<file path="src/sv/assert_macros.svh">
// Assertion macros used by the top RTL file of the facet scanner.
`ifndef ASSERT_MACROS_SVH
`define ASSERT_MACROS_SVH

// Check that a condition implies another in the same cycle.
`define ASSERT_IMPLY(label, ante, cons) \
   label: assert property (@(posedge clock) disable iff (reset) (ante) |-> (cons)) \
      else $error("assertion failed: same-cycle implication");

// Check that a condition implies another in the next cycle.
`define ASSERT_NEXT(label, ante, cons) \
   label: assert property (@(posedge clock) disable iff (reset) (ante) |=> (cons)) \
      else $error("assertion failed: next-cycle implication");

`endif

</file>
<file path="src/sv/stlfs_pkg.sv">
// Package with types, constants and character tables of the facet scanner.
`default_nettype none

package stlfs_pkg;

   localparam int COUNT_WIDTH = 32;

   // Character codes
   localparam logic [7:0] CHAR_F     = 8'h66;
   localparam logic [7:0] CHAR_E     = 8'h65;
   localparam logic [7:0] CHAR_LF    = 8'h0A;
   localparam logic [7:0] CHAR_CR    = 8'h0D;
   localparam logic [7:0] CHAR_SPACE = 8'h20;
   localparam logic [7:0] CHAR_TAB   = 8'h09;
   localparam logic [7:0] CASE_BIT   = 8'h20;

   // Token match lengths after the leading letter
   localparam logic [3:0] FACET_TAIL_LEN    = 4'd4;
   localparam logic [3:0] ENDSOLID_TAIL_LEN = 4'd7;

   // Configuration register indexes
   localparam logic CSR_COUNT_FACETS = 1'b0;
   localparam logic CSR_MEASURE_SIZE = 1'b1;

   typedef enum logic [4:0] {
      PH_BETWEEN  = 5'b00001,
      PH_MATCH_F  = 5'b00010,
      PH_MATCH_E  = 5'b00100,
      PH_SKIP     = 5'b01000,
      PH_SEEK_EOL = 5'b10000
   } phase_type;

   typedef struct packed {
      logic [7:0] byte_value;
      logic       last;
   } req_type;

   typedef struct packed {
      logic [31:0] facets_found;
      logic [31:0] byte_count;
      logic        end_found;
   } rsp_type;

   // Letters of "acet" by position
   function automatic logic [7:0] facet_char(input logic [1:0] pos);
      logic [7:0] c;
      case (pos)
         2'd0:    c = 8'h61;
         2'd1:    c = 8'h63;
         2'd2:    c = 8'h65;
         default: c = 8'h74;
      endcase
      return c;
   endfunction

   // Letters of "ndsolid" by position
   function automatic logic [7:0] endsolid_char(input logic [2:0] pos);
      logic [7:0] c;
      case (pos)
         3'd0:    c = 8'h6E;
         3'd1:    c = 8'h64;
         3'd2:    c = 8'h73;
         3'd3:    c = 8'h6F;
         3'd4:    c = 8'h6C;
         3'd5:    c = 8'h69;
         3'd6:    c = 8'h64;
         default: c = 8'h00;
      endcase
      return c;
   endfunction

endpackage

`default_nettype wire

</file>
<file path="src/sv/stl_ascii_facet_scanner_top.sv">
// A result is registered at the edge that accepts its byte and shows the next cycle.
// One byte per cycle unless a result waits and is stalled; the result register drains while new bytes arrive.
// The byte classifier and token matcher are one level of logic ahead of the state registers.
// Reset: synchronous, active high; scan state clears, both config bits return to 1.
// A stream re-arms the scanner on its byte marked last.
`default_nettype none
`include "assert_macros.svh"

module stl_ascii_facet_scanner_top
   import stlfs_pkg::*;
(
   input  wire logic    clock,
   input  wire logic    reset,
   input  wire logic    req_valid,
   output logic         req_stall,
   input  wire req_type req_payload,
   output logic         rsp_valid,
   input  wire logic    rsp_stall,
   output rsp_type      rsp_payload,
   input  wire logic    csr_valid,
   output logic         csr_ready,
   input  wire logic    csr_index,
   input  wire logic    csr_data
);

   logic                   count_facets_ff;
   logic                   measure_size_ff;
   phase_type              phase_ff, phase_in;
   logic [3:0]             pos_ff, pos_in;
   logic [COUNT_WIDTH-1:0] facets_ff, facets_in;
   logic [COUNT_WIDTH-1:0] bytes_ff, bytes_in;
   logic                   done_ff, done_in;
   logic                   rsp_valid_ff;
   rsp_type                rsp_ff;

   logic                   req_accept;
   logic                   emit;
   logic                   emit_found;
   logic [COUNT_WIDTH-1:0] emit_bytes;
   logic [COUNT_WIDTH-1:0] emit_facets;
   logic [7:0]             lc;
   logic                   ws;
   logic                   eol;
   rsp_type                result;

   // Stall requests only while a result waits and the consumer holds it
   assign req_stall  = rsp_valid_ff && rsp_stall;
   assign req_accept = req_valid && !req_stall;
   assign csr_ready  = 1'b1;

   // Classify the incoming byte
   assign ws  = (req_payload.byte_value == CHAR_SPACE) ||
                (req_payload.byte_value inside {[CHAR_TAB:CHAR_CR]});
   assign lc  = (req_payload.byte_value inside {[8'h41:8'h5A]}) ?
                (req_payload.byte_value | CASE_BIT) : req_payload.byte_value;
   assign eol = (req_payload.byte_value == CHAR_LF) || (req_payload.byte_value == CHAR_CR);

   // Advance the scan state for one accepted request
   always_comb begin
      phase_in    = phase_ff;
      pos_in      = pos_ff;
      facets_in   = facets_ff;
      bytes_in    = bytes_ff;
      done_in     = done_ff;
      emit        = 1'b0;
      emit_found  = 1'b0;
      emit_bytes  = bytes_ff;
      emit_facets = facets_ff;
      if (req_accept) begin
         if (done_ff) begin
            // Drop bytes until the stream ends, then re-arm
            if (req_payload.last) begin
               phase_in  = PH_BETWEEN;
               pos_in    = '0;
               facets_in = '0;
               bytes_in  = '0;
               done_in   = 1'b0;
            end
         end else begin
            case (phase_ff)
               PH_BETWEEN: begin
                  if (ws) begin
                     phase_in = PH_BETWEEN;
                  end else if (lc == CHAR_F) begin
                     phase_in = PH_MATCH_F;
                     pos_in   = '0;
                  end else if (lc == CHAR_E) begin
                     phase_in = PH_MATCH_E;
                     pos_in   = '0;
                  end else begin
                     phase_in = PH_SKIP;
                  end
               end
               PH_MATCH_F: begin
                  if (pos_ff < FACET_TAIL_LEN && lc == facet_char(pos_ff[1:0])) begin
                     pos_in = pos_ff + 4'd1;
                     if (pos_in == FACET_TAIL_LEN) begin
                        if (count_facets_ff && facets_ff != '1) begin
                           facets_in = facets_ff + 1'b1;
                        end
                        phase_in = PH_SKIP;
                     end
                  end else begin
                     phase_in = ws ? PH_BETWEEN : PH_SKIP;
                  end
               end
               PH_MATCH_E: begin
                  if (pos_ff < ENDSOLID_TAIL_LEN && lc == endsolid_char(pos_ff[2:0])) begin
                     pos_in = pos_ff + 4'd1;
                     if (pos_in == ENDSOLID_TAIL_LEN) begin
                        if (measure_size_ff) begin
                           phase_in = PH_SEEK_EOL;
                        end else begin
                           emit       = 1'b1;
                           emit_found = 1'b1;
                           emit_bytes = '0;
                           done_in    = 1'b1;
                        end
                     end
                  end else begin
                     phase_in = ws ? PH_BETWEEN : PH_SKIP;
                  end
               end
               PH_SKIP: begin
                  if (ws) begin
                     phase_in = PH_BETWEEN;
                  end
               end
               PH_SEEK_EOL: begin
                  if (eol) begin
                     emit       = 1'b1;
                     emit_found = 1'b1;
                     emit_bytes = bytes_ff;
                     done_in    = 1'b1;
                  end
               end
               default: begin
                  phase_in = PH_BETWEEN;
               end
            endcase

            // Count the byte, saturating
            bytes_in = (bytes_ff == '1) ? bytes_ff : bytes_ff + 1'b1;

            // Close the stream on its final byte
            if (req_payload.last) begin
               emit_facets = facets_in;
               if (!emit) begin
                  emit       = 1'b1;
                  emit_found = (phase_in == PH_SEEK_EOL);
                  emit_bytes = bytes_in;
               end
               phase_in  = PH_BETWEEN;
               pos_in    = '0;
               facets_in = '0;
               bytes_in  = '0;
               done_in   = 1'b0;
            end
         end
      end
   end

   // Form the result from the emitted counts, zeroing those that the config bits switch off
   always_comb begin
      result.facets_found = count_facets_ff ? 32'(emit_facets) : '0;
      result.byte_count   = measure_size_ff ? 32'(emit_bytes) : '0;
      result.end_found    = emit_found;
   end

   // Hold scan state and configuration
   always_ff @(posedge clock) begin
      if (reset) begin
         count_facets_ff <= 1'b1;
         measure_size_ff <= 1'b1;
         phase_ff        <= PH_BETWEEN;
         pos_ff          <= '0;
         facets_ff       <= '0;
         bytes_ff        <= '0;
         done_ff         <= 1'b0;
      end else begin
         phase_ff  <= phase_in;
         pos_ff    <= pos_in;
         facets_ff <= facets_in;
         bytes_ff  <= bytes_in;
         done_ff   <= done_in;
         if (csr_valid && csr_ready) begin
            case (csr_index)
               CSR_COUNT_FACETS: count_facets_ff <= csr_data;
               CSR_MEASURE_SIZE: measure_size_ff <= csr_data;
               default:          count_facets_ff <= count_facets_ff;
            endcase
         end
      end
   end

   // Load the result register, drain it when taken
   always_ff @(posedge clock) begin
      if (reset) begin
         rsp_valid_ff <= 1'b0;
      end else if (emit) begin
         rsp_valid_ff <= 1'b1;
      end else if (!rsp_stall) begin
         rsp_valid_ff <= 1'b0;
      end
   end

   always_ff @(posedge clock) begin
      if (emit) begin
         rsp_ff <= result;
      end
   end

   assign rsp_valid   = rsp_valid_ff;
   assign rsp_payload = rsp_ff;

   `ASSERT_IMPLY(a_phase_onehot, 1'b1, $onehot(phase_ff))
   `ASSERT_IMPLY(a_no_result_after_done, done_ff && req_accept, !emit)
   `ASSERT_IMPLY(a_mid_stream_found, emit && !req_payload.last, result.end_found)
   `ASSERT_NEXT(a_result_loaded, emit, rsp_valid_ff && rsp_ff.end_found == $past(emit_found))

endmodule

`default_nettype wire
</file>
<file path="config.mk">
export PLATFORM = sky130hd
export DESIGN_NAME = stl_ascii_facet_scanner_top
export DESIGN_NICKNAME = d
export VERILOG_FILES = /design/src/sv/stlfs_pkg.sv /design/src/sv/stl_ascii_facet_scanner_top.sv
export VERILOG_INCLUDE_DIRS = /design/src /design/src/sv
export SDC_FILE = /design/constraint.sdc
export NUM_CORES = 1
export LEC_CHECK = 0
export BUFFER_PORTS_ARGS = -buffer_cell sky130_fd_sc_hd__buf_4
export CAP_MARGIN = 20
export CELL_PAD_IN_SITES_DETAIL_PLACEMENT = 1
export CELL_PAD_IN_SITES_GLOBAL_PLACEMENT = 1
export CORE_AREA = 2 2 187 189
export DETAILED_ROUTE_END_ITERATION = 16
export DIE_AREA = 0 0 189 191
export GPL_ROUTABILITY_DRIVEN = 0
export HOLD_SLACK_MARGIN = 0.05
export PLACE_DENSITY = 0.52
export SETUP_SLACK_MARGIN = 0.15
export SYNTH_ARGS = -nofsm -noshare
export SYNTH_HDL_FRONTEND = slang
export SYNTH_SLANG_ARGS = --single-unit
</file>
<file path="constraint.sdc">
create_clock -name clock -period 18.5 [get_ports clock]
set_input_delay 3.7 -clock clock [delete_from_list [all_inputs] [get_ports clock]]
set_output_delay 3.7 -clock clock [all_outputs]
set_load 0.01 [all_outputs]
</file>
==> results_dict.tcl <==
set metrics [dict create \
    outcome "complete, no violations" \
    dp.final_hpwl_microns 18390 \
    crit_type "primary input to output port" \
    final_layout_size_suffix_gt1_frac 0.1551 \
    postCtsHoldBufs 0 \
    intPower_uw 562.9 \
    max_freq_mhz 128.4 \
    holdWs_ps 515.6 \
    synth_edf_count 65 \
    cts-root-buf "clkbuf_16" \
    die_h_microns 191 \
    cp-start-kind "primary input" \
    cts_resized 0 \
    num_rows 68 \
    synth_cells 981 \
    htree_levels 4 \
    hold_violations 0 \
    maxSlewHeadroom 0.3561 \
    cts.clk_slew.worst_paths_ps 60 \
    cts_tree "built" \
    yosys.area.top_type "edfxtp_1" \
    synth-seq-cells 142 \
    worst-path-buf-inv 3 \
    syn-num-nets 1006 \
    end_kind "output port" \
    dr.pass1.iters 4 \
    nFillCells 3935 \
    worstPathMaxFanout 3 \
    grt_overflow 0 \
    die_w_microns 189 \
    total_power_uw 758.8 \
    arrival_ps 4090 \
    tightest_slew_ps 965.9 \
    die_area_sq_um 36100 \
    yosysWarnings 0 \
    synth_cell_types 74 \
    swShare 0.2581 \
    multiInputGateArea_sq_um 4476 \
    slew_violations 0 \
    clk_latency_ps 440 \
    first_global_vias 7632 \
    antenna_left 0 \
    fin_crit_sh 0.4211 \
    skew_ps 13.65 \
    grt_pass1_wl_microns 45130 \
    drt_iter0_drc 393 \
    fin_setup_tns_ps 0 \
    avgRoutedWirePerCell_microns 18.93 \
    hold_class "flop to flop" \
    port_buffers 82 \
    avgViaCountPerCell 5.211 \
    core_area_sq_um 34120 \
    max_cap_violations 0 \
    io_pins 84 \
    ys_seq_area_frac 0.4157 \
    synth.most_common_cell "nor2_1" \
    peakVddDrop_v 0.00006820 \
    syn_area_sq_um 8403 \
    initial_utilization 0.2463 \
    yosys_most_used_dff "dfxtp_1" \
    crit_chain "buf_4 -> nand2_1 -> inv_1 -> buf_4" \
    setup_viol 0 \
    synth_common_cells "79 x nor2_1, 77 x dfxtp_1, 71 x a21oi_1" \
    power.switching_uw 195.9 \
    netlist.area_leader.share 0.2323 \
    postCtsSetupRepairBufs 0 \
    post-route-drc-count 0 \
    register_area_sq_um 3493 \
    area_delta_synth_final_pct 18.66 \
    synth_area_leaders "edfxtp_1 23%, dfxtp_1 18%, a21oi_1 4.2%, o21ai_0 4.2%, nor2_1 3.5%" \
    seqPwrFrac 0.443 \
    leakage_uw 0.003275 \
    clock_sinks 142 \
    wirelength_microns 28020 \
    final_nets 1037 \
    worstPathRequired_ps 14800 \
    slowest_delay_ps 140 \
    cts_buffers 17 \
    crit_family "buffers and inverters" \
    synth-async-reset-ratio 0 \
    syn-mean-instance-area_sq_um 8.566 \
    p_per_area_nw_per_um2 76.10 \
    cp_common_cell "buf_4" \
    rsz0062_at_grt "false" \
    diodes 0 \
    vias 7712 \
    grt_usage 0.1589 \
    antenna_found_initial 0 \
    p_clk_frac 0.490 \
    cp_slowest_cell "buf_4" \
    combPwrFrac 0.067 \
    grt_max_degree 66 \
    clockBufferDepth 2 \
    fin_crit_ps 7790 \
]
## kinds of logic after synthesis
family          synth area share
simple gates              0.2577
other cells            0.0004463
flops                     0.4157
compound gates            0.2110
xor+xnor                 0.04065
fa+ha+maj                0.01340
mux                     0.005956
buf+inv                  0.05509
## sequential cells by signal (all words and copies together), names as in the netlist
| register | cells |
|---|---|
| phase_ff | 5 |
| rsp_payload | 65 |
| rsp_valid | 1 |
| bytes_ff | 32 |
| facets_ff | 32 |
| count_facets_ff | 1 |
| pos_ff | 4 |
| measure_size_ff | 1 |
| done_ff | 1 |
## layout by cell type (no fill, tap or decap), types with 26 or more instances in the layout
cell / count
a31oi_1: 39
nand3_1: 47
edfxtp_1: 65
dfxtp_1: 77
nand4_1: 26
o21ai_0: 70
nand2_1: 68
nor2_1: 78
buf_4: 97
nor3_1: 29
a21oi_1: 69
## area by class of cell
type / count / share of cell area
timing repair buffer: 97 / 0.07303
sequential: 142 / 0.3504
clock inverter: 15 / 0.01857
clock buffer: 17 / 0.04267
inverter: 25 / 0.009411
tap: 455 / 0.05710
multi-input combinational: 729 / 0.4489
## routing by layer
| layer | wire [microns] | GRT usage | up-vias |
|---|---|---|---|
| li1 | - | - | 3778 |
| met1 | 14560 | 0.2295 | 3807 |
| met2 | 12420 | 0.2474 | 107 |
| met3 | 684 | 0.02130 | 20 |
| met4 | 349 | 0.04297 | 0 |
| met5 | 0 | 0 | - |
## worst paths after layout
kind / from / endpoint / slack [ps] / depth (start not counted)
max: rsp_stall / req_stall / 10710 / 4
min: facets_ff[17] / facets_ff[17] / 520 / 1
max reg2reg: pos_ff[1] / rsp_payload[46] / 14310 / 7
min reg2reg: facets_ff[17] / facets_ff[17] / 520 / 1
## power groups by stage
stage                     sequential (uW)  combinational, uW  clock, uW
after CTS                             336               52.2        380
after global placement                343               51.4          0
after detailed placement              343               52.1          0
after global routing                  337               57.0        391
after floorplan                       344               28.5          0
final                                 336               51.0        371
## metrics by stage
step / std cells / cell area, sq um / utilization / worst slack, ps
6_report: 1480 / 9971 / 0.2922 / 10710
4_1_cts: 1480 / 9971 / 0.2922 / 10710
3_3_place_gp: 1448 / 9360 / 0.2744 / 10710
5_1_grt: 1480 / 9971 / 0.2922 / 10680
2_1_floorplan: 981 / 8403 / - / 9952
3_5_place_dp: 1448 / 9360 / 0.2744 / 10710
Power figures use the tool's default switching activity.
